$ cat src/rtl/oma_pkg.sv
`timescale 1ns / 1ps
`default_nettype none
// ----------------------------------------------------------------------------
// oma_pkg: shared types and constants for the overpower majority alarm
// Field widths, register indexes and reset values, plus the register groups
// handed from the top level to the front and back units.
// ----------------------------------------------------------------------------
package oma_pkg;

    localparam int MV_W        = 14;
    localparam int MA_W        = 14;
    localparam int DIFF_W      = 15;
    localparam int PROD_W      = 30;
    localparam int AVG_W       = 29;
    localparam int LIMIT_W     = 28;
    localparam int OVER_OUT_W  = 6;
    localparam int CFG_IDX_W   = 3;
    localparam int CFG_DATA_W  = 28;

    localparam logic [CFG_IDX_W-1:0] CFG_NOMINAL_HIGH = 3'd0;
    localparam logic [CFG_IDX_W-1:0] CFG_NOMINAL_LOW  = 3'd1;
    localparam logic [CFG_IDX_W-1:0] CFG_LIMIT_HIGH   = 3'd2;
    localparam logic [CFG_IDX_W-1:0] CFG_LIMIT_LOW    = 3'd3;

    localparam logic [MV_W-1:0]    RST_NOMINAL_HIGH = 14'd12000;
    localparam logic [MV_W-1:0]    RST_NOMINAL_LOW  = 14'd5000;
    localparam logic [LIMIT_W-1:0] RST_LIMIT_HIGH   = 28'd70000000;
    localparam logic [LIMIT_W-1:0] RST_LIMIT_LOW    = 28'd35000000;

    typedef struct packed {
        logic [MV_W-1:0] nominal_high;
        logic [MV_W-1:0] nominal_low;
    } nominal_t;

    typedef struct packed {
        logic [LIMIT_W-1:0] limit_high;
        logic [LIMIT_W-1:0] limit_low;
    } limits_t;

endpackage
`default_nettype wire

$ cat src/rtl/oma_front.sv
`timescale 1ns / 1ps
`default_nettype none
// ----------------------------------------------------------------------------
// oma_front: sample intake and window accumulation
// Forms both rail dissipations, adds them into the window sums and hands
// the sums of each closed window to the queue.
// ----------------------------------------------------------------------------
module oma_front import oma_pkg::*; #(
    parameter int COUNT_BITS = 16,
    parameter int SUM_W      = 45
) (
    input  wire logic                  aclk,
    input  wire logic                  aresetn,
    input  wire logic                  s_valid,
    output logic                       s_ready,
    input  wire logic                  s_mode,
    input  wire logic [MV_W-1:0]       s_high_rail_mv,
    input  wire logic [MA_W-1:0]       s_high_rail_ma,
    input  wire logic [MV_W-1:0]       s_low_rail_mv,
    input  wire logic [MA_W-1:0]       s_low_rail_ma,
    input  wire nominal_t              nominal,
    output logic                       q_valid,
    input  wire logic                  q_ready,
    output logic [2*SUM_W+COUNT_BITS-1:0] q_data
);

    localparam logic [COUNT_BITS-1:0] CAP = {COUNT_BITS{1'b1}};

    logic signed [DIFF_W-1:0] diff_high;
    logic signed [DIFF_W-1:0] diff_low;
    logic signed [DIFF_W-1:0] ma_high;
    logic signed [DIFF_W-1:0] ma_low;
    logic signed [PROD_W-1:0] prod_high;
    logic signed [PROD_W-1:0] prod_low;

    logic                     p_valid_reg;
    logic                     p_mode_reg;
    logic signed [PROD_W-1:0] p_high_reg;
    logic signed [PROD_W-1:0] p_low_reg;

    logic [SUM_W-1:0]         high_sum_reg;
    logic [SUM_W-1:0]         high_sum_next;
    logic [SUM_W-1:0]         low_sum_reg;
    logic [SUM_W-1:0]         low_sum_next;
    logic [COUNT_BITS-1:0]    count_reg;
    logic [COUNT_BITS-1:0]    count_next;
    logic                     take;
    logic                     acc_fire;
    logic                     accept;

    assign diff_high = $signed({1'b0, nominal.nominal_high}) - $signed({1'b0, s_high_rail_mv});
    assign diff_low  = $signed({1'b0, nominal.nominal_low}) - $signed({1'b0, s_low_rail_mv});
    assign ma_high   = $signed({1'b0, s_high_rail_ma});
    assign ma_low    = $signed({1'b0, s_low_rail_ma});
    assign prod_high = PROD_W'(diff_high) * PROD_W'(ma_high);
    assign prod_low  = PROD_W'(diff_low) * PROD_W'(ma_low);

    assign acc_fire = p_valid_reg && (!p_mode_reg || q_ready);
    assign s_ready  = !p_valid_reg || acc_fire;
    assign accept   = s_valid && s_ready;
    assign take     = (count_reg != CAP);

    always_comb begin
        high_sum_next = high_sum_reg;
        low_sum_next  = low_sum_reg;
        count_next    = count_reg;
        if (take) begin
            high_sum_next = high_sum_reg
                          + {{(SUM_W-PROD_W){p_high_reg[PROD_W-1]}}, p_high_reg};
            low_sum_next  = low_sum_reg
                          + {{(SUM_W-PROD_W){p_low_reg[PROD_W-1]}}, p_low_reg};
            count_next    = count_reg + COUNT_BITS'(1);
        end
    end

    assign q_valid = p_valid_reg && p_mode_reg;
    assign q_data  = {high_sum_next, low_sum_next, count_next};

    always_ff @(posedge aclk) begin
        if (!aresetn) begin
            p_valid_reg  <= 1'b0;
            high_sum_reg <= '0;
            low_sum_reg  <= '0;
            count_reg    <= '0;
        end else begin
            if (accept) begin
                p_valid_reg <= 1'b1;
            end else if (acc_fire) begin
                p_valid_reg <= 1'b0;
            end
            if (acc_fire) begin
                if (p_mode_reg) begin
                    high_sum_reg <= '0;
                    low_sum_reg  <= '0;
                    count_reg    <= '0;
                end else begin
                    high_sum_reg <= high_sum_next;
                    low_sum_reg  <= low_sum_next;
                    count_reg    <= count_next;
                end
            end
        end
    end

    always_ff @(posedge aclk) begin
        if (accept) begin
            p_mode_reg <= s_mode;
            p_high_reg <= prod_high;
            p_low_reg  <= prod_low;
        end
    end

endmodule
`default_nettype wire

$ cat config.mk
export PLATFORM = sky130hd
export DESIGN_NAME = oma_front
export DESIGN_NICKNAME = d
export VERILOG_FILES = /design/src/rtl/oma_pkg.sv /design/src/rtl/oma_front.sv
export SDC_FILE = /design/constraint.sdc
export NUM_CORES = 2
export LEC_CHECK = 0
export BUFFER_PORTS_ARGS = -buffer_cell sky130_fd_sc_hd__clkbuf_2
export CORE_MARGIN = 2
export CORE_UTILIZATION = 52
export DETAILED_ROUTE_END_ITERATION = 16
export HOLD_SLACK_MARGIN = 0.1
export PLACE_DENSITY = 0.7
export SETUP_SLACK_MARGIN = 0.02
export SYNTH_ARGS = -nofsm -noshare
export SYNTH_HDL_FRONTEND = slang
export SYNTH_SLANG_ARGS = --single-unit
export TNS_END_PERCENT = 30
$ cat constraint.sdc
create_clock -name aclk -period 22.7 [get_ports aclk]
set_input_delay 6.81 -clock aclk [delete_from_list [all_inputs] [get_ports aclk]]
set_output_delay 6.81 -clock aclk [all_outputs]
set_load 0.005 [all_outputs]
==> impl_metrics.py <==
metrics = {
    "outcome": {
        "status": "completed",
    },
    "routing": {
        "drt_iter0_markers": 1172,
        "ant_nets": 0,
        "vias_per_cell": 5.53,
        "wirelength_mm": 69.0,
        "drc": 0,
        "dr_total_vias": 22751,
        "wire_per_inst_um": 16.8,
        "dr.pass1.iters": 5,
    },
    "cells_and_area": {
        "final_cell_area_um2": 30700,
        "fin_nets": 4171,
        "post-route-util_pct": 56.8,
        "drive_gt1_share_pct": 8.08,
        "areaGrowthSynthToFinish_pct": 7.52,
        "nFillCells": 4916,
        "diodes": 0,
    },
    "floorplanning": {
        "top_level_ports": 197,
        "core_area_um2": 54000,
        "die_width_um": 238,
        "die_area_um2": 56800,
        "start_util_pct": 52.8,
        "rows": 85,
        "fp.dieH_um": 238,
    },
    "sta": {
        "fin_crit_sh_pct": 65.2,
        "rsz0062_at_grt": "false",
        "finalHoldViolCount": 0,
        "worst_slew_pin_slew_ns": 1.16,
        "finClkSkew_ns": 0.0154,
        "setup_tns_ns": 0,
        "fin_crit_ns": 14.81,
        "setup_viol": 0,
        "fmax_mhz": 67.5,
        "slew_headroom_pct": 22.5,
        "slew_violations": 0,
    },
    "placed_design": {
        "gp_congestion": 0.905,
        "io_buffers": 196,
        "dpl_cell_area_um2": 30100,
        "hpwlAfterDp_mm": 54.8,
    },
    "worst_setup_path": {
        "worstReg2RegEnd": "low_sum_reg[42]$_SDFFE_PN0P_",
        "path_common_cell": "fa_1",
        "critPathMaxStageDelay_ns": 0.74,
        "cp-start-kind": "primary input",
        "r2r_slack_ns": 18.65,
        "arrival_ns": 14.99,
        "crit_fanout": 20,
        "worst_setup_path_end_kind": "flop",
        "cp_slowest_cell": "fa_1",
        "ff2ff_path_depth": 11,
        "critPathKind": "primary input to flop",
        "required_ns": 22.89,
        "r2r_start": "count_reg[3]$_SDFFE_PN0P_",
    },
    "grt": {
        "grt_util_all_layers_pct": 25.3,
        "grt_pass1_wl_mm": 117,
        "grt_pass1_vias": 23297,
        "grt_max_degree": 73,
        "gr-total-overflow": 0,
        "antenna_found_initial": 0,
    },
    "cts": {
        "cts_tree": "built",
        "clockBufferDepth": 2,
        "ctsHtreeMaxLevel": 4,
        "cts-root-buf": "clkbuf_16",
        "cts_made_buffers": 17,
        "cts.repair.resized": 0,
        "postCtsSetupBuffers": 0,
        "insertion_delay_ns": 0.44,
        "cts-hold-fix-buffers": 0,
        "clk_pin_slew_ns": 0.07,
        "clock_sinks": 168,
    },
    "yosys": {
        "synth_top_area_share_pct": 29.2,
        "synthesis.area_um2": 28500,
        "synth_cell_types": 71,
        "synth_warnings": 0,
        "synth_ff_type": "dfxtp_1",
        "yosys-top-cells-count": "inv_1 (450), fa_1 (416), nand2_1 (397), ha_1 (263), and2_1 (243)",
        "synth_nets": 4068,
        "yosysMostFrequentCell": "inv_1",
        "yosys-top-cells-area": "fa_1 (29%), ha_1 (12%), dfxtp_1 (7.5%)",
        "synth_area_per_cell_um2": 8.65,
        "yosys.area.top_type": "fa_1",
        "synth-seq-cells": 168,
        "synth_seq_area_share_pct": 13.9,
        "synth_edf_count": 61,
        "synthArstFlopShare_pct": 0,
        "netlist_instances": 3300,
    },
    "min_path": {
        "hold_depth": 2,
        "hp-start": "low_sum_reg[29]$_SDFFE_PN0P_",
        "hold_end": "low_sum_reg[29]$_SDFFE_PN0P_",
        "hold_path_class": "flop to flop",
    },
    "run": {
        "cap_violations": 0,
    },
}
-- placed cells by master, fill, tap and decap left out, types with 107 or more instances in the layout --
cell type,netlist,routed
a21oi_1,168,168
and2_1,243,242
clkbuf_2,0,196
dfxtp_1,107,107
fa_1,416,416
ha_1,263,263
inv_1,450,450
nand2_1,397,397
nor2_1,160,159
o21ai_0,150,149
xnor2_1,119,118
-- logic make-up (layout without fill, tap and decap cells) --
| logic type | count (synthesis) | after routing | synth area share, % |
|---|---|---|---|
| muxes | 3 | 3 | 0.110 |
| buffers and inverters | 590 | 706 | 7.80 |
| adders and majority gates | 679 | 679 | 40.7 |
| DFF | 168 | 168 | 13.9 |
| AOI/OAI and AO/OA | 635 | 635 | 14.2 |
| xor gates and xnor gates | 176 | 176 | 5.40 |
| and+or+nand+nor | 1049 | 1049 | 17.9 |
-- per-layer routing --
layer	vias up	track usage, %	share of wire (%)
met5	-	0	0
met1	11050	34.7	46
li1	10975	-	-
met3	95	3.47	5.9
met2	631	42.1	46
met4	0	6.57	2.3
-- per-stage QoR --
stage | std cells | hold WS [ns] | worst slack, ns
after CTS | 4112 | 0.476 | 7.89
final | 4112 | 0.475 | 7.89
after detailed placement | 4080 | 0.466 | 7.43
after floorplan | 3300 | 0.447 | 8.30
after global routing | 4112 | 0.511 | 7.19
after global placement | 4080 | 0.456 | 7.62
-- worst max-delay path by stage --
stage                           start                  endpoint  cells past startpoint
final                      nominal[0]   p_low_reg[27]$_DFFE_PP_                     30
after global routing      nominal[14]  p_high_reg[26]$_DFFE_PP_                     34
after CTS                  nominal[0]   p_low_reg[27]$_DFFE_PP_                     30
after floorplan            nominal[0]   p_low_reg[27]$_DFFE_PP_                     36
after detailed placement  nominal[14]  p_high_reg[26]$_DFFE_PP_                     34
after global placement    nominal[14]  p_high_reg[26]$_DFFE_PP_                     34
-- cell type report --
type	instances	area [um2]	share of cell area (%)
clock buffers	18	450	1.47
clock inverters	14	146	0.477
inverters	451	1690	5.52
multi-input cells	2542	22400	72.9
flip-flops and latches	168	3970	12.9
well taps	696	871	2.84
repair buffers	223	1180	3.86
-- critical path, delay by kind of cell --
| kind | cells | cell delay [ns] |
|---|---|---|
| AO/OA/AOI/OAI | 12 | 3.07 |
| adder cells (fa/ha/maj) | 9 | 3.92 |
| buffers and inverters | 3 | 0.46 |
| AND/OR/NAND/NOR | 5 | 0.64 |
| XOR/XNOR | 1 | 0.07 |
Power is left out: the tool's default activity adds up to more than one toggle a clock period on the data nets, which glitch-free logic cannot reach.
