### config.mk
export PLATFORM = sky130hd
export DESIGN_NAME = oma_queue
export DESIGN_NICKNAME = d
export VERILOG_FILES = /design/src/rtl/oma_queue.sv
export SDC_FILE = /design/constraint.sdc
export NUM_CORES = 1
export LEC_CHECK = 0
export BUFFER_PORTS_ARGS = -buffer_cell sky130_fd_sc_hd__clkbuf_2
export CAP_MARGIN = 20
export CORE_ASPECT_RATIO = 1.75
export CORE_MARGIN = 3
export CORE_UTILIZATION = 47
export DETAILED_ROUTE_END_ITERATION = 8
export HOLD_SLACK_MARGIN = 0.12
export PLACE_DENSITY = 0.78
export SETUP_SLACK_MARGIN = 0.3
export SKIP_CTS_REPAIR_TIMING = 1
export SYNTH_ARGS = -nofsm -noshare
export SYNTH_HDL_FRONTEND = slang
export SYNTH_SLANG_ARGS = --single-unit
export TNS_END_PERCENT = 100
### constraint.sdc
create_clock -name aclk -period 3.9 [get_ports aclk]
set_input_delay 0.78 -clock aclk [delete_from_list [all_inputs] [get_ports aclk]]
set_output_delay 0.78 -clock aclk [all_outputs]
set_load 0.02 [all_outputs]
### src/rtl/oma_queue.sv
`timescale 1ns / 1ps
`default_nettype none
// ----------------------------------------------------------------------------
// oma_queue: two-entry window queue
// Holds closed-window sums between the front and back units.
// ----------------------------------------------------------------------------
module oma_queue #(
    parameter int DATA_W = 106
) (
    input  wire logic              aclk,
    input  wire logic              aresetn,
    input  wire logic              push_valid,
    output logic                   push_ready,
    input  wire logic [DATA_W-1:0] push_data,
    output logic                   pop_valid,
    input  wire logic              pop_ready,
    output logic [DATA_W-1:0]      pop_data
);

    logic [DATA_W-1:0] entry_reg [2];
    logic              wr_ptr_reg;
    logic              wr_ptr_next;
    logic              rd_ptr_reg;
    logic              rd_ptr_next;
    logic [1:0]        fill_reg;
    logic [1:0]        fill_next;
    logic              push;
    logic              pop;

    assign push_ready = (fill_reg != 2'd2);
    assign pop_valid  = (fill_reg != 2'd0);
    assign pop_data   = entry_reg[rd_ptr_reg];
    assign push       = push_valid && push_ready;
    assign pop        = pop_valid && pop_ready;

    always_comb begin
        wr_ptr_next = push ? ~wr_ptr_reg : wr_ptr_reg;
        rd_ptr_next = pop ? ~rd_ptr_reg : rd_ptr_reg;
        fill_next   = fill_reg;
        if (push && !pop) begin
            fill_next = fill_reg + 2'd1;
        end else if (pop && !push) begin
            fill_next = fill_reg - 2'd1;
        end
    end

    always_ff @(posedge aclk) begin
        if (!aresetn) begin
            wr_ptr_reg <= 1'b0;
            rd_ptr_reg <= 1'b0;
            fill_reg   <= 2'd0;
        end else begin
            wr_ptr_reg <= wr_ptr_next;
            rd_ptr_reg <= rd_ptr_next;
            fill_reg   <= fill_next;
        end
    end

    always_ff @(posedge aclk) begin
        if (push) begin
            entry_reg[wr_ptr_reg] <= push_data;
        end
    end

endmodule
`default_nettype wire

==> results of run 1 <==
-- layout by cell type, fill, tap and decap left out, drive strengths merged --
cell type    n
a21bo        1
and2         4
edfxtp     212
xnor2        2
ha           1
and3         1
mux2       106
inv          2
xor2         1
or2          1
a21boi       2
clkinvlp     2
buf          4
o21ai        2
nand3b       1
or3          1
nand2b       1
dfxtp        5
clkinv       5
clkbuf     240
bufinv       2
-- stage by stage --
step                area (µm²)  setup slack (ns)
finish                   10000             0.961
global route             10000             0.826
CTS                      10000             0.928
detailed placement        9400              1.44
global placement          9400              1.49
floorplan                 8050             0.513
-- logic make-up (layout without fill, tap and decap cells) --
| group | count (synthesis) | after routing | share of synthesized area |
|---|---|---|---|
| buf+inv | 13 | 255 | 0.0126 |
| xor+xnor | 3 | 3 | 0.00326 |
| simple gates | 9 | 9 | 0.00808 |
| flops | 217 | 217 | 0.803 |
| compound gates | 5 | 5 | 0.00435 |
| fa+ha+maj | 1 | 1 | 0.00155 |
| mux | 106 | 106 | 0.167 |
-- Yosys cell counts --
cell and n:
edfxtp_1 212, mux2_2 66, mux2_4 40, buf_2 6, buf_6 6, dfxtp_1 5
and2_1 4, xnor2_1 2, a21bo_2 1, a21boi_0 1, a21boi_1 1, and3_1 1
ha_1 1, inv_1 1, nand2b_4 1, nand3b_1 1, o21ai_0 1, o21ai_1 1
or2_2 1, or3_1 1, xor2_1 1
-- cell type report --
class	count	area [µm²]
clock buffer	23	520
clock inverter	10	109
fill	1274	6570
inverter	1	6.26
multi-input combinational	124	1490
sequential	217	6470
tap	224	280
timing repair buffer	221	1150
-- report_power, final --
| part | internal (mW) | switching, mW | leakage (nW) |
|---|---|---|---|
| clock network | 1.09 | 0.786 | 0.306 |
| logic | 0.781 | 1.06 | 1.52 |
| registers | 2.91 | 0.125 | 2.02 |
| total | 4.78 | 1.97 | 3.85 |
-- layer usage --
layer  vias to the layer above  GRT usage  routed length, µm
li1                       1869          -                  -
met1                      1984      0.156               4960
met2                       147      0.301               8660
met3                        50     0.0440               1040
met4                         8     0.0783                694
met5                         -          0                 47
-- how the worst min path moves through the flow --
stage                       start          endpoint  slack, ns  cells past startpoint
global placement      fill_reg[1]       fill_reg[1]       0.53                      2
finish              push_data[78]  entry_reg[0][78]       0.49                      1
global route        push_data[15]  entry_reg[1][15]       0.47                      1
floorplan             fill_reg[1]       fill_reg[1]       0.51                      2
CTS                 push_data[15]  entry_reg[1][15]       0.47                      1
detailed placement    fill_reg[1]       fill_reg[1]       0.56                      2
-- worst max-delay path, delay by kind of cell (launching register included) --
kind                   cells  cell delay [ns]
DFF                        1             0.64
muxes                      1             0.39
buffers and inverters      2             0.62
==> flow_summary.json, run 1 <==
{
  "finalSetupViolCount": 0,
  "syn_nets": 465,
  "antenna_found_initial": 4,
  "reg2reg_from": "fill_reg[0]",
  "syn_to_final_growth_pct": 24.6,
  "ios": 218,
  "path_clk_slew_ns": 0.07,
  "dp_hpwl_um": 10700,
  "drive_gt1_frac": 0.609,
  "start_util": 0.485,
  "crit_end": "pop_data[103]",
  "vias": 4058,
  "criticalPathCategory": "reg2out",
  "htreeDepth": 1,
  "endpoint_kind": "primary output",
  "clockBufferDepth": 3,
  "track_usage": 0.158,
  "cp.arrival_ns": 2.16,
  "drt_iter0_drc": 138,
  "slew_viol_final": 0,
  "path_max_fanout": 32,
  "postLayoutCoreUtil": 0.604,
  "crit_chain": "buf_4, mux2_2, clkbuf_2",
  "holdWs_ns": 0.493,
  "instances_no_fill": 820,
  "synth_top_area_share": 0.791,
  "rows": 62,
  "portBuffers": 217,
  "fin_skew_ns": 0.00622,
  "hold_viol": 0,
  "crit_slowest_cell": "dfxtp_4",
  "synth_cell_types": 21,
  "fmax_mhz": 340,
  "grt_pass1_vias": 4430,
  "rrSetupSlack_ns": 1.83,
  "slowest_delay_ns": 0.64,
  "wl_um": 15400,
  "die_w_um": 105,
  "required_ns": 3.12,
  "timing.slew.headroom": 0.497,
  "ys.warnings.count": 0,
  "syn_area_um2": 8050,
  "core_um2": 16600,
  "grt_overflow": 0,
  "grt_max_degree": 58,
  "reg2reg_depth": 4,
  "vdd_drop_max_mv": 0.591,
  "synthesis.instances": 354,
  "cts_num_sinks": 217,
  "tightest_slew_ns": 0.754,
  "p_total_mw": 6.75,
  "tns_ns": 0,
  "place_inst": 787,
  "p_leak_nw": 3.85,
  "yosys.area.top_type": "edfxtp_1",
  "clk_latency_ns": 0.48,
  "final_nets": 695,
  "period_minus_slack_ns": 2.94,
  "hold_class": "in2reg",
  "dr.pass1.iters": 4,
  "synth_area_leaders": "edfxtp_1 79%, mux2_2 9.2%, mux2_4 7.5%",
  "cts_buffers": 19,
  "synth.avg_cell_area_um2": 22.7,
  "grt_pass1_wl_um": 23100,
  "drc_errors": 0,
  "cap_violations": 0,
  "drtAntennaViolNets": 0,
  "vias_per_cell": 4.95,
  "p_per_area_nw_per_um2": 673,
  "chipHeight_um": 179,
  "place.gp.congestion": 0.746,
  "synth_seq_cells": 217,
  "cp-start-kind": "flip-flop",
  "die_area_um2": 18800,
  "fin_crit_sh": 0.754,
  "r2r-end": "entry_reg[0][2]",
  "cts_root_buf": "clkbuf_16",
  "seq_area_frac_synth": 0.803,
  "outcome": "finished, final reports clean",
  "rsz0062_at_grt": "false",
  "largest_reg_flops": 212,
  "wire_per_inst_um": 18.8,
  "cts_tree": "built",
  "antenna_cells": 0
}
Power figures use the tool's default switching activity.
==> inputs of run 2 (changes only) <==
clock period = 2.5 ns   (was 3.9 ns; I/O delays follow)
==> run 2 against run 1 <==
  * Final cell count rose by 2.7%
  * Setup slack got worse by 0.68 ns
  * Sequential cell count did not move
  * Sequential power rose by 54%
  * Die area did not move
  * Total power rose by 61%
  * Core utilization rose by 2.3 points
  * Largest cell class unchanged
==> flow_summary.json, run 2 (synthesis results as in run 1) <==
{
  "grt_pass1_vias": 4386,
  "cts_buffers": 19,
  "grt_pass1_wl_um": 22900,
  "fmax_mhz": 452,
  "rsz0062_at_grt": "true",
  "hold_class": "in2reg",
  "ios": 218,
  "clk_latency_ns": 0.48,
  "outcome": "finished, final reports clean",
  "tightest_slew_ns": 0.674,
  "nFillCells": 1221,
  "reg2reg_from": "fill_reg[0]",
  "cts_num_sinks": 217,
  "die_area_um2": 18800,
  "fin_crit_sh": 0.886,
  "vias_per_cell": 5.06,
  "syn_to_final_growth_pct": 29.4,
  "grt_overflow": 0,
  "cp-start-kind": "flip-flop",
  "cap_violations": 0,
  "dr.pass1.iters": 4,
  "antenna_found_initial": 1,
  "core_um2": 16600,
  "largest_reg_flops": 212,
  "min-delay-start": "push_data[96]",
  "final_nets": 718,
  "rows": 62,
  "drtAntennaViolNets": 0,
  "worstHoldEndpoint": "entry_reg[0][96]",
  "track_usage": 0.157,
  "die_w_um": 105,
  "cts_tree": "built",
  "timing.slew.headroom": 0.551,
  "rrSetupSlack_ns": 0.76,
  "holdWs_ns": 0.209,
  "period_minus_slack_ns": 2.21,
  "hold_viol": 0,
  "postLayoutCoreUtil": 0.627,
  "clockBufferDepth": 3,
  "p_per_area_nw_per_um2": 1050,
  "slew_viol_final": 0,
  "r2r-end": "entry_reg[0][89]",
  "fin_skew_ns": 0.0169,
  "chipHeight_um": 179,
  "layout_commonest_cell": "edfxtp_1",
  "holdPathStages": 1,
  "drt_iter0_drc": 189,
  "dp_hpwl_um": 10700,
  "wire_per_inst_um": 19.7,
  "vias": 4259,
  "reg2reg_depth": 4,
  "start_util": 0.485,
  "cp.arrival_ns": 1.71,
  "p_leak_nw": 4.03,
  "path_max_fanout": 9,
  "path_clk_slew_ns": 0.07,
  "grt_max_degree": 107,
  "most-common-layout-cells": "212 x edfxtp_1, 179 x clkbuf_2, 59 x mux2_2",
  "portBuffers": 217,
  "endpoint_kind": "primary output",
  "drive_gt1_frac": 0.621,
  "required_ns": 2.00,
  "p_total_mw": 10.9,
  "htreeDepth": 1,
  "criticalPathCategory": "reg2out",
  "cts_root_buf": "clkbuf_16",
  "drc_errors": 0,
  "antenna_cells": 0,
  "wl_um": 16600,
  "vdd_drop_max_mv": 1.11,
  "place.gp.congestion": 0.739,
  "finalSetupViolCount": 0
}
==> run 2: cell type report <==
class / instances / area, µm² / share of cell area
Tap cell: 224 / 280 / 0.0269
Multi-Input combinational cell: 124 / 1510 / 0.145
Sequential cell: 217 / 6470 / 0.621
Timing Repair Buffer: 244 / 1580 / 0.152
Clock buffer: 24 / 494 / 0.0475
Clock inverter: 8 / 67.6 / 0.00649
Inverter: 1 / 7.51 / 0.000721
==> run 2: through the flow <==
stage | setup TNS [ns] | std cells | area (µm²) | setup slack, ns
2_1_floorplan | -12.05 | 354 | 8060 | -0.114
3_3_place_gp | 0 | 791 | 9470 | 0.657
3_5_place_dp | 0 | 791 | 9470 | 0.632
4_1_cts | 0 | 823 | 10000 | 0.104
5_1_grt | 0 | 842 | 10400 | 0.241
6_report | 0 | 842 | 10400 | 0.285
==> run 2: critical path, cell delays in order (launching register included) <==
cell and delay (ns):
dfxtp_4 0.40, buf_12 0.16, clkbuf_16 0.17, mux2_2 0.35, buf_2 0.16
==> run 2: how the worst max path moves through the flow <==
| stage | startpoint | end | slack, ns | cells past startpoint |
|---|---|---|---|---|
| CTS | flip-flop | pop_data[101] | 0.10 | 3 |
| global placement | flip-flop | pop_data[1] | 0.66 | 3 |
| finish | flip-flop | pop_data[7] | 0.29 | 4 |
| detailed placement | flip-flop | pop_data[101] | 0.63 | 3 |
| global route | flip-flop | pop_data[7] | 0.24 | 4 |
| floorplan | fill_reg[0] | entry_reg[0][0] | -0.11 | 3 |
==> run 2: metal layers <==
layer / GRT usage / vias to the layer above / share of wire
li1: - / 1915 / -
met2: 0.297 / 179 / 0.57
met5: 0 / - / 0.00054
met3: 0.0396 / 43 / 0.064
met4: 0.0668 / 2 / 0.032
met1: 0.163 / 2120 / 0.34
==> run 2: where the power goes <==
part	leakage, nW	internal, mW	switching [mW]
Combinational	1.73	1.66	1.86
Sequential	2.02	4.55	0.141
Clock	0.278	1.51	1.18
Total	4.03	7.71	3.19
