$ cat src/rtl/oma_pkg.sv
`timescale 1ns / 1ps
`default_nettype none
// ----------------------------------------------------------------------------
// oma_pkg: shared types and constants for the overpower majority alarm
// Field widths, register indexes and reset values, plus the register groups
// handed from the top level to the front and back units.
// ----------------------------------------------------------------------------
package oma_pkg;

    localparam int MV_W        = 14;
    localparam int MA_W        = 14;
    localparam int DIFF_W      = 15;
    localparam int PROD_W      = 30;
    localparam int AVG_W       = 29;
    localparam int LIMIT_W     = 28;
    localparam int OVER_OUT_W  = 6;
    localparam int CFG_IDX_W   = 3;
    localparam int CFG_DATA_W  = 28;

    localparam logic [CFG_IDX_W-1:0] CFG_NOMINAL_HIGH = 3'd0;
    localparam logic [CFG_IDX_W-1:0] CFG_NOMINAL_LOW  = 3'd1;
    localparam logic [CFG_IDX_W-1:0] CFG_LIMIT_HIGH   = 3'd2;
    localparam logic [CFG_IDX_W-1:0] CFG_LIMIT_LOW    = 3'd3;

    localparam logic [MV_W-1:0]    RST_NOMINAL_HIGH = 14'd12000;
    localparam logic [MV_W-1:0]    RST_NOMINAL_LOW  = 14'd5000;
    localparam logic [LIMIT_W-1:0] RST_LIMIT_HIGH   = 28'd70000000;
    localparam logic [LIMIT_W-1:0] RST_LIMIT_LOW    = 28'd35000000;

    typedef struct packed {
        logic [MV_W-1:0] nominal_high;
        logic [MV_W-1:0] nominal_low;
    } nominal_t;

    typedef struct packed {
        logic [LIMIT_W-1:0] limit_high;
        logic [LIMIT_W-1:0] limit_low;
    } limits_t;

endpackage
`default_nettype wire

$ cat src/rtl/oma_divider.sv
`timescale 1ns / 1ps
`default_nettype none
// ----------------------------------------------------------------------------
// oma_divider: serial signed-by-unsigned divider
// Restoring division of the dividend magnitude, one quotient bit per cycle,
// with the sign applied at the end so the result truncates toward zero.
// ----------------------------------------------------------------------------
module oma_divider #(
    parameter int DIVIDEND_W = 45,
    parameter int DIVISOR_W  = 16,
    parameter int QUOT_W     = 29
) (
    input  wire logic                         aclk,
    input  wire logic                         aresetn,
    input  wire logic                         start,
    input  wire logic [DIVIDEND_W-1:0]        dividend,
    input  wire logic [DIVISOR_W-1:0]         divisor,
    output logic                              busy,
    output logic signed [QUOT_W-1:0]          quotient
);

    localparam int STEP_W = $clog2(DIVIDEND_W + 1);

    logic                   busy_reg;
    logic [STEP_W-1:0]      step_reg;
    logic [DIVISOR_W-1:0]   rem_reg;
    logic [DIVIDEND_W-1:0]  quo_reg;
    logic [DIVISOR_W-1:0]   div_reg;
    logic                   neg_reg;
    logic                   zero_reg;

    logic [DIVIDEND_W-1:0]  dvd_mag;
    logic [DIVISOR_W:0]     rem_sh;
    logic [DIVISOR_W:0]     rem_diff;
    logic                   ge;
    logic [QUOT_W-1:0]      mag;

    assign dvd_mag  = dividend[DIVIDEND_W-1] ? (~dividend + DIVIDEND_W'(1)) : dividend;
    assign rem_sh   = {rem_reg, quo_reg[DIVIDEND_W-1]};
    assign rem_diff = rem_sh - {1'b0, div_reg};
    assign ge       = (rem_sh >= {1'b0, div_reg});
    assign mag      = quo_reg[QUOT_W-1:0];

    assign busy     = busy_reg;
    assign quotient = zero_reg ? '0 : (neg_reg ? -$signed(mag) : $signed(mag));

    always_ff @(posedge aclk) begin
        if (!aresetn) begin
            busy_reg <= 1'b0;
        end else if (start) begin
            busy_reg <= 1'b1;
        end else if (busy_reg && step_reg == STEP_W'(1)) begin
            busy_reg <= 1'b0;
        end
    end

    always_ff @(posedge aclk) begin
        if (start) begin
            step_reg <= STEP_W'(DIVIDEND_W);
            rem_reg  <= '0;
            quo_reg  <= dvd_mag;
            div_reg  <= divisor;
            neg_reg  <= dividend[DIVIDEND_W-1];
            zero_reg <= (divisor == '0);
        end else if (busy_reg) begin
            step_reg <= step_reg - STEP_W'(1);
            rem_reg  <= ge ? rem_diff[DIVISOR_W-1:0] : rem_sh[DIVISOR_W-1:0];
            quo_reg  <= {quo_reg[DIVIDEND_W-2:0], ge};
        end
    end

endmodule
`default_nettype wire

$ cat src/rtl/oma_back.sv
`timescale 1ns / 1ps
`default_nettype none
// ----------------------------------------------------------------------------
// oma_back: window close engine
// Divides the window sums, scans both rings for over-limit entries, writes
// the new averages and produces the alarm result.
// ----------------------------------------------------------------------------
module oma_back import oma_pkg::*; #(
    parameter int RING_DEPTH = 50,
    parameter int COUNT_BITS = 16,
    parameter int SUM_W      = 45
) (
    input  wire logic                          aclk,
    input  wire logic                          aresetn,
    input  wire logic                          q_valid,
    output logic                               q_ready,
    input  wire logic [2*SUM_W+COUNT_BITS-1:0] q_data,
    input  wire limits_t                       limits,
    output logic                               m_valid,
    input  wire logic                          m_ready,
    output logic                               m_buzzer_on,
    output logic                               m_alarm,
    output logic [OVER_OUT_W-1:0]              m_high_over_count,
    output logic [OVER_OUT_W-1:0]              m_low_over_count,
    output logic signed [AVG_W-1:0]            m_high_avg_uw,
    output logic signed [AVG_W-1:0]            m_low_avg_uw
);

    localparam int PTR_W  = $clog2(RING_DEPTH);
    localparam int SCAN_W = $clog2(RING_DEPTH + 1);
    localparam int HALF   = RING_DEPTH / 2;

    localparam logic [1:0] ST_IDLE   = 2'd0;
    localparam logic [1:0] ST_RUN    = 2'd1;
    localparam logic [1:0] ST_FINISH = 2'd2;

    logic [1:0]               state_reg;
    logic [1:0]               state_next;

    logic [SUM_W-1:0]         q_high_sum;
    logic [SUM_W-1:0]         q_low_sum;
    logic [COUNT_BITS-1:0]    q_count;
    logic                     start;
    logic                     hi_busy;
    logic                     lo_busy;
    logic signed [AVG_W-1:0]  hi_quot;
    logic signed [AVG_W-1:0]  lo_quot;

    logic signed [AVG_W-1:0]  high_mem [RING_DEPTH];
    logic signed [AVG_W-1:0]  low_mem  [RING_DEPTH];
    logic [RING_DEPTH-1:0]    ring_valid_reg;
    logic [PTR_W-1:0]         ptr_reg;
    logic [PTR_W-1:0]         new_ptr_reg;
    logic [PTR_W-1:0]         ptr_inc;

    logic [SCAN_W-1:0]        scan_cnt_reg;
    logic                     scan_issue;
    logic [PTR_W-1:0]         scan_addr;
    logic                     rd_pend_reg;
    logic                     rd_vbit_reg;
    logic [PTR_W-1:0]         rd_idx_reg;
    logic signed [AVG_W-1:0]  hi_rd_reg;
    logic signed [AVG_W-1:0]  lo_rd_reg;
    logic                     hit_high;
    logic                     hit_low;
    logic [SCAN_W-1:0]        hi_cnt_reg;
    logic [SCAN_W-1:0]        lo_cnt_reg;

    logic signed [AVG_W-1:0]  lim_high_s;
    logic signed [AVG_W-1:0]  lim_low_s;
    logic [SCAN_W-1:0]        hi_total;
    logic [SCAN_W-1:0]        lo_total;
    logic                     alarm;
    logic                     finish_fire;
    logic                     run_done;

    logic                     m_valid_reg;
    logic                     buzzer_reg;
    logic                     alarm_out_reg;
    logic [OVER_OUT_W-1:0]    hi_over_out_reg;
    logic [OVER_OUT_W-1:0]    lo_over_out_reg;
    logic signed [AVG_W-1:0]  hi_avg_out_reg;
    logic signed [AVG_W-1:0]  lo_avg_out_reg;

    assign q_high_sum = q_data[2*SUM_W+COUNT_BITS-1 -: SUM_W];
    assign q_low_sum  = q_data[SUM_W+COUNT_BITS-1 -: SUM_W];
    assign q_count    = q_data[COUNT_BITS-1:0];
    assign q_ready    = (state_reg == ST_IDLE);
    assign start      = q_valid && q_ready;

    oma_divider #(
        .DIVIDEND_W (SUM_W),
        .DIVISOR_W  (COUNT_BITS),
        .QUOT_W     (AVG_W)
    ) u_div_high (
        .aclk     (aclk),
        .aresetn  (aresetn),
        .start    (start),
        .dividend (q_high_sum),
        .divisor  (q_count),
        .busy     (hi_busy),
        .quotient (hi_quot)
    );

    oma_divider #(
        .DIVIDEND_W (SUM_W),
        .DIVISOR_W  (COUNT_BITS),
        .QUOT_W     (AVG_W)
    ) u_div_low (
        .aclk     (aclk),
        .aresetn  (aresetn),
        .start    (start),
        .dividend (q_low_sum),
        .divisor  (q_count),
        .busy     (lo_busy),
        .quotient (lo_quot)
    );

    assign ptr_inc    = (ptr_reg == PTR_W'(RING_DEPTH - 1)) ? '0 : ptr_reg + PTR_W'(1);
    assign scan_issue = (state_reg == ST_RUN) && (scan_cnt_reg < SCAN_W'(RING_DEPTH));
    assign scan_addr  = scan_cnt_reg[PTR_W-1:0];

    assign lim_high_s = $signed({1'b0, limits.limit_high});
    assign lim_low_s  = $signed({1'b0, limits.limit_low});

    assign hit_high = rd_pend_reg && rd_vbit_reg && (rd_idx_reg != new_ptr_reg)
                   && (hi_rd_reg > lim_high_s);
    assign hit_low  = rd_pend_reg && rd_vbit_reg && (rd_idx_reg != new_ptr_reg)
                   && (lo_rd_reg > lim_low_s);

    assign run_done    = (state_reg == ST_RUN) && !scan_issue && !rd_pend_reg
                      && !hi_busy && !lo_busy;
    assign finish_fire = (state_reg == ST_FINISH) && (!m_valid_reg || m_ready);

    assign hi_total = hi_cnt_reg + SCAN_W'(hi_quot > lim_high_s);
    assign lo_total = lo_cnt_reg + SCAN_W'(lo_quot > lim_low_s);
    assign alarm    = (hi_total > SCAN_W'(HALF)) || (lo_total > SCAN_W'(HALF));

    always_comb begin
        state_next = state_reg;
        case (state_reg)
            ST_IDLE: begin
                if (start) begin
                    state_next = ST_RUN;
                end
            end
            ST_RUN: begin
                if (run_done) begin
                    state_next = ST_FINISH;
                end
            end
            ST_FINISH: begin
                if (finish_fire) begin
                    state_next = ST_IDLE;
                end
            end
            default: state_next = ST_IDLE;
        endcase
    end

    always_ff @(posedge aclk) begin
        if (!aresetn) begin
            state_reg      <= ST_IDLE;
            scan_cnt_reg   <= '0;
            rd_pend_reg    <= 1'b0;
            hi_cnt_reg     <= '0;
            lo_cnt_reg     <= '0;
            ptr_reg        <= '0;
            new_ptr_reg    <= '0;
            ring_valid_reg <= '0;
            buzzer_reg     <= 1'b0;
            m_valid_reg    <= 1'b0;
        end else begin
            state_reg   <= state_next;
            rd_pend_reg <= scan_issue;
            if (start) begin
                scan_cnt_reg <= '0;
                hi_cnt_reg   <= '0;
                lo_cnt_reg   <= '0;
                new_ptr_reg  <= ptr_inc;
            end else begin
                if (scan_issue) begin
                    scan_cnt_reg <= scan_cnt_reg + SCAN_W'(1);
                end
                hi_cnt_reg <= hi_cnt_reg + SCAN_W'(hit_high);
                lo_cnt_reg <= lo_cnt_reg + SCAN_W'(hit_low);
            end
            if (finish_fire) begin
                ptr_reg                     <= new_ptr_reg;
                ring_valid_reg[new_ptr_reg] <= 1'b1;
                buzzer_reg                  <= alarm ? ~buzzer_reg : 1'b0;
                m_valid_reg                 <= 1'b1;
            end else if (m_ready) begin
                m_valid_reg <= 1'b0;
            end
        end
    end

    always_ff @(posedge aclk) begin
        if (finish_fire) begin
            high_mem[new_ptr_reg] <= hi_quot;
            low_mem[new_ptr_reg]  <= lo_quot;
        end
        if (scan_issue) begin
            hi_rd_reg   <= high_mem[scan_addr];
            lo_rd_reg   <= low_mem[scan_addr];
            rd_idx_reg  <= scan_addr;
            rd_vbit_reg <= ring_valid_reg[scan_addr];
        end
    end

    always_ff @(posedge aclk) begin
        if (finish_fire) begin
            alarm_out_reg   <= alarm;
            hi_over_out_reg <= OVER_OUT_W'(hi_total);
            lo_over_out_reg <= OVER_OUT_W'(lo_total);
            hi_avg_out_reg  <= hi_quot;
            lo_avg_out_reg  <= lo_quot;
        end
    end

    assign m_valid           = m_valid_reg;
    assign m_buzzer_on       = buzzer_reg;
    assign m_alarm           = alarm_out_reg;
    assign m_high_over_count = hi_over_out_reg;
    assign m_low_over_count  = lo_over_out_reg;
    assign m_high_avg_uw     = hi_avg_out_reg;
    assign m_low_avg_uw      = lo_avg_out_reg;

endmodule
`default_nettype wire

$ cat config.mk
export PLATFORM = sky130hd
export DESIGN_NAME = oma_back
export DESIGN_NICKNAME = d
export VERILOG_FILES = /design/src/rtl/oma_pkg.sv /design/src/rtl/oma_divider.sv /design/src/rtl/oma_back.sv
export SDC_FILE = /design/constraint.sdc
export NUM_CORES = 2
export LEC_CHECK = 0
export BUFFER_PORTS_ARGS = -buffer_cell sky130_fd_sc_hd__buf_2
export CAP_MARGIN = 0
export CORE_MARGIN = 5
export CORE_UTILIZATION = 60
export CTS_CLUSTER_SIZE = 12
export DETAILED_ROUTE_END_ITERATION = 12
export PLACE_DENSITY = 0.77
export SLEW_MARGIN = 20
export SYNTH_ARGS = -nofsm -noshare
export SYNTH_HDL_FRONTEND = slang
export SYNTH_HIERARCHICAL = 1
export SYNTH_SLANG_ARGS = --single-unit
export TNS_END_PERCENT = 30
$ cat constraint.sdc
create_clock -name aclk -period 8.51 [get_ports aclk]
set_input_delay 0.4255 -clock aclk [delete_from_list [all_inputs] [get_ports aclk]]
set_output_delay 0.4255 -clock aclk [all_outputs]
set_load 0.01 [all_outputs]
==> out/summary.json <==
{
  "run_status": {"value": "finished, final reports clean"},
  "critPathSlowestCell": {"value": "sky130_fd_sc_hd__nor2_4"},
  "critPathKind": {"value": "flip-flop to flip-flop"},
  "min_path_type": {"value": "input pin to flip-flop"},
  "timing.critical_path.mode_cell": {"value": "sky130_fd_sc_hd__ha_1"},
  "synth.distinct_cells": {"value": 97},
  "detailroute.wirelength.met2": {"value": 181000, "unit": "um"},
  "floorplan.die.height": {"value": 481, "unit": "um"},
  "critical_path.cell_chain": {"value": "inv_1 > ha_1 > or4b_2 > nor3_1 > nand3_1 > nand2_1 > xor2_1 > nor2_4 > ha_1 > a21o_1 > a21o_1 > a21oi_1 > o21ai_0 > a2111oi_0 > a311oi_1 > ha_1 > ha_1 > o21a_1 > o22ai_1 > a22oi_1 > a2111o_1 > o2bb2ai_1"},
  "yosys.area_share.simple": {"value": 3.48, "unit": "%"},
  "cts_resized": {"value": 0},
  "synthXorXnorAreaFrac": {"value": 1.29, "unit": "%"},
  "drt_iter0_drc": {"value": 12800},
  "core_area": {"value": 220000, "unit": "um^2"},
  "worstRegToRegCells": {"value": 22},
  "clock-root-buffer": {"value": "sky130_fd_sc_hd__clkbuf_16"},
  "synth_sequential_area_ratio": {"value": 73.3, "unit": "%"},
  "fmax": {"value": 154, "unit": "MHz"},
  "adder_cell_fraction_of_synth_area": {"value": 1.56, "unit": "%"},
  "antenna_found_initial": {"value": 25},
  "synth_enable_flop_cells": {"value": 3162},
  "drt-met1-wl": {"value": 130000, "unit": "um"},
  "final.min_clock_period": {"value": 6.48, "unit": "ns"},
  "setup-violations-final": {"value": 0},
  "first_global_vias": {"value": 74000},
  "post-layout-total-power": {"value": 34000, "unit": "uW"},
  "dieWidth": {"value": 481, "unit": "um"},
  "timing.max_cap.violations": {"value": 0},
  "total_leakage_power": {"value": 0.0474, "unit": "uW"},
  "nets": {"value": 7834},
  "critical_path_depth": {"value": 22},
  "top_layer_used": {"value": "met5"},
  "synth_mux_area_share": {"value": 13.7, "unit": "%"},
  "gr-total-overflow": {"value": 0},
  "register_clock_pin_slew_on_the_reported_worst_setup_and_hold_paths": {"value": 0.06, "unit": "ns"},
  "crit_path_end_kind": {"value": "flip-flop"},
  "pin_count": {"value": 240},
  "power_per_cell_area": {"value": 227, "unit": "nW/um^2"},
  "critPathRequiredTime": {"value": 9.32, "unit": "ns"},
  "start_util": {"value": 60.4, "unit": "%"},
  "place.detailed.hpwl": {"value": 212000, "unit": "um"},
  "synth_top_flop_cell": {"value": "sky130_fd_sc_hd__edfxtp_1"},
  "grt_max_degree": {"value": 157},
  "final_max_slew_viol_count": {"value": 0},
  "share_of_flip_flops_with_an_asynchronous_set_or_reset_after_synthesis": {"value": 0, "unit": "%"},
  "total_of_warnings_raised_by_yosys": {"value": 6},
  "drt-vias-per-instance": {"value": 7.06},
  "setup.worst_path.start_class": {"value": "flip-flop"},
  "num-fill-cells": {"value": 13400},
  "place_congestion": {"value": 0.890},
  "cp_max_fo": {"value": 52},
  "timing.critical_path.max_delay_family": {"value": "simple AND/OR/NAND/NOR gates"},
  "synth.most_common_cell": {"value": "sky130_fd_sc_hd__edfxtp_1"},
  "synth.top_cells.by_count": {"value": "3162 x sky130_fd_sc_hd__edfxtp_1, 656 x sky130_fd_sc_hd__mux4_2, 322 x sky130_fd_sc_hd__nor2_1"},
  "dr_total_vias": {"value": 75200},
  "final_layout_size_suffix_gt1_share": {"value": 22.0, "unit": "%"},
  "drt_first_pass_iters": {"value": 8},
  "clock_skew": {"value": 0.0504, "unit": "ns"},
  "synth_compound_gate_area_share": {"value": 4.86, "unit": "%"},
  "path_buf_inv": {"value": 1},
  "clkLatencyLatePin": {"value": 0.96, "unit": "ns"},
  "syn-instance-count": {"value": 7008},
  "post_synth_main_area_contributors": {"value": "sky130_fd_sc_hd__edfxtp_1 71%, sky130_fd_sc_hd__mux4_2 11%, sky130_fd_sc_hd__mux2i_1 2.3%"},
  "maxSlewHeadroom": {"value": 15.2, "unit": "%"},
  "met3_wirelength": {"value": 56400, "unit": "um"},
  "max_slew.worst_pin.slew": {"value": 1.27, "unit": "ns"},
  "htree_num_levels": {"value": 5},
  "synth_area_per_cell": {"value": 19.0, "unit": "um^2"},
  "cts_sinks": {"value": 3293},
  "grt.total_usage": {"value": 34.1, "unit": "%"},
  "grt_setup_unrepaired": {"value": "false"},
  "synth_top_family_by_area": {"value": "multiplexers"},
  "synth_largest_type_area_fraction": {"value": 71.4, "unit": "%"},
  "i_o_buffers": {"value": 239},
  "setup_total_negative_slack": {"value": 0, "unit": "ns"},
  "synthesis_to_layout_area_growth": {"value": 12.4, "unit": "%"},
  "post_cts.repair.setup_buffers": {"value": 0},
  "cts_tree": {"value": "done"},
  "synth_area_leader_cell": {"value": "sky130_fd_sc_hd__edfxtp_1"},
  "report.final.hold_viol_count": {"value": 0},
  "synthesis.area": {"value": 133000, "unit": "um^2"},
  "grt_first_pass_wirelength": {"value": 552000, "unit": "um"},
  "count_of_unresolved_drc_violations_after_routing": {"value": 0},
  "synth-seq-cells": {"value": 3293},
  "worstPathArrival": {"value": 7.28, "unit": "ns"},
  "drt-total-wl": {"value": 394000, "unit": "um"},
  "routedWlPerCell": {"value": 37.0, "unit": "um"},
  "cts.path.max_buffers": {"value": 4},
  "row_count": {"value": 172},
  "irDropWorstVdd": {"value": 0.236, "unit": "mV"},
  "worst_path_largest_cell_delay": {"value": 0.85, "unit": "ns"},
  "mappedNetlistNets": {"value": 7339},
  "whs_path_depth": {"value": 4},
  "ant_nets": {"value": 0},
  "die_area": {"value": 231000, "unit": "um^2"},
  "period_share": {"value": 76.1, "unit": "%"},
  "numCtsBuffers": {"value": 344}
}
## cells in the final DEF (no fill, tap or decap), drive strengths merged, types with 22 or more instances in the layout
cell and count:
o21ai 114, nor3 40, dlygate4sd3 78, mux4 656, o31ai 55, a22oi 102, nand3 71, o41ai 25
a22o 26, mux2i 304, nand4 37, o211ai 37, xor2 154, o221ai 22, nor2b 29, inv 127
dfxtp 131, nand2 284, or3 27, clkinv 60, a221oi 53, clkbuf 449, xnor2 42, a21o 41
o21a 59, nand2b 34, edfxtp 3162, nor4 34, a21oi 208, a211oi 43, buf 434, mux2 30
ha 163, nor2 322
## stage by stage
| step | instance area, um^2 | std cells | utilization (%) | worst slack [ns] | hold WS, ns |
|---|---|---|---|---|---|
| 6_report | 149000 | 10700 | 67.9 | 2.03 | 0.0785 |
| 5_1_grt | 149000 | 10600 | 67.9 | 1.69 | 0.112 |
| 4_1_cts | 149000 | 10600 | 67.6 | 2.05 | 0.0372 |
| 3_5_place_dp | 138000 | 10000 | 62.9 | 2.05 | 0.450 |
| 3_3_place_gp | 138000 | 10000 | 62.9 | 2.05 | 0.442 |
| 2_1_floorplan | 133000 | 7008 | - | 1.84 | 0.406 |
## report_power, final
group	switching, uW	internal [uW]	total (uW)
logic	1430	772	2200
registers	121	18300	18400
clock network	5850	7560	13400
## per-layer routing
metal	vias to the layer above	GRT usage, %
li1	29500	-
met1	38000	45.3
met2	6317	52.4
met3	1350	9.27
met4	14	17.7
met5	-	0
## layout make-up
cell class	count	area (um^2)	share of cell area, %
multi-input combinational	3228	33900	22.7
clock inverter	68	420	0.281
timing repair buffer	512	4140	2.77
sequential	3293	97600	65.3
inverter	124	478	0.320
antenna	20	50.0	0.0335
clock buffer	449	9170	6.13
tap	2958	3700	2.48
## worst paths after layout
kind,slack [ns],to,startpoint
max reg2reg,2.03,m_buzzer_on,u_div_high/quo_reg[0]
min reg2reg,0.46,ring_valid_reg[19],ring_valid_reg[19]
min,0.08,u_div_low/quo_reg[30],q_data[44]
max,2.03,m_buzzer_on,u_div_high/quo_reg[0]
## cell families (layout without fill, tap and decap cells)
logic type,after synthesis,after routing
other cells,0,20
flops,3293,3293
buf+inv,487,1153
mux,990,990
xor+xnor,196,196
fa+ha+maj,165,165
simple gates,962,962
compound gates,915,915
## worst register-to-register path, cell delays in order (launching register included)
cell	delay [ns]
sky130_fd_sc_hd__edfxtp_1	0.43
sky130_fd_sc_hd__inv_1	0.15
sky130_fd_sc_hd__ha_1	0.21
sky130_fd_sc_hd__or4b_2	0.64
sky130_fd_sc_hd__nor3_1	0.39
sky130_fd_sc_hd__nand3_1	0.20
sky130_fd_sc_hd__nand2_1	0.14
sky130_fd_sc_hd__xor2_1	0.11
sky130_fd_sc_hd__nor2_4	0.85
sky130_fd_sc_hd__ha_1	0.42
sky130_fd_sc_hd__a21o_1	0.18
sky130_fd_sc_hd__a21o_1	0.16
sky130_fd_sc_hd__a21oi_1	0.15
sky130_fd_sc_hd__o21ai_0	0.12
sky130_fd_sc_hd__a2111oi_0	0.40
sky130_fd_sc_hd__a311oi_1	0.23
sky130_fd_sc_hd__ha_1	0.27
sky130_fd_sc_hd__ha_1	0.33
sky130_fd_sc_hd__o21a_1	0.18
sky130_fd_sc_hd__o22ai_1	0.12
sky130_fd_sc_hd__a22oi_1	0.09
sky130_fd_sc_hd__a2111o_1	0.45
sky130_fd_sc_hd__o2bb2ai_1	0.13
## what timing repair did
item	4_1_cts	5_1_grt
endpoints found under the setup margin	0	0
hold buffers	78	0
hold endpoints to repair	96	0
No activity file was read; power rests on OpenSTA's default activity.
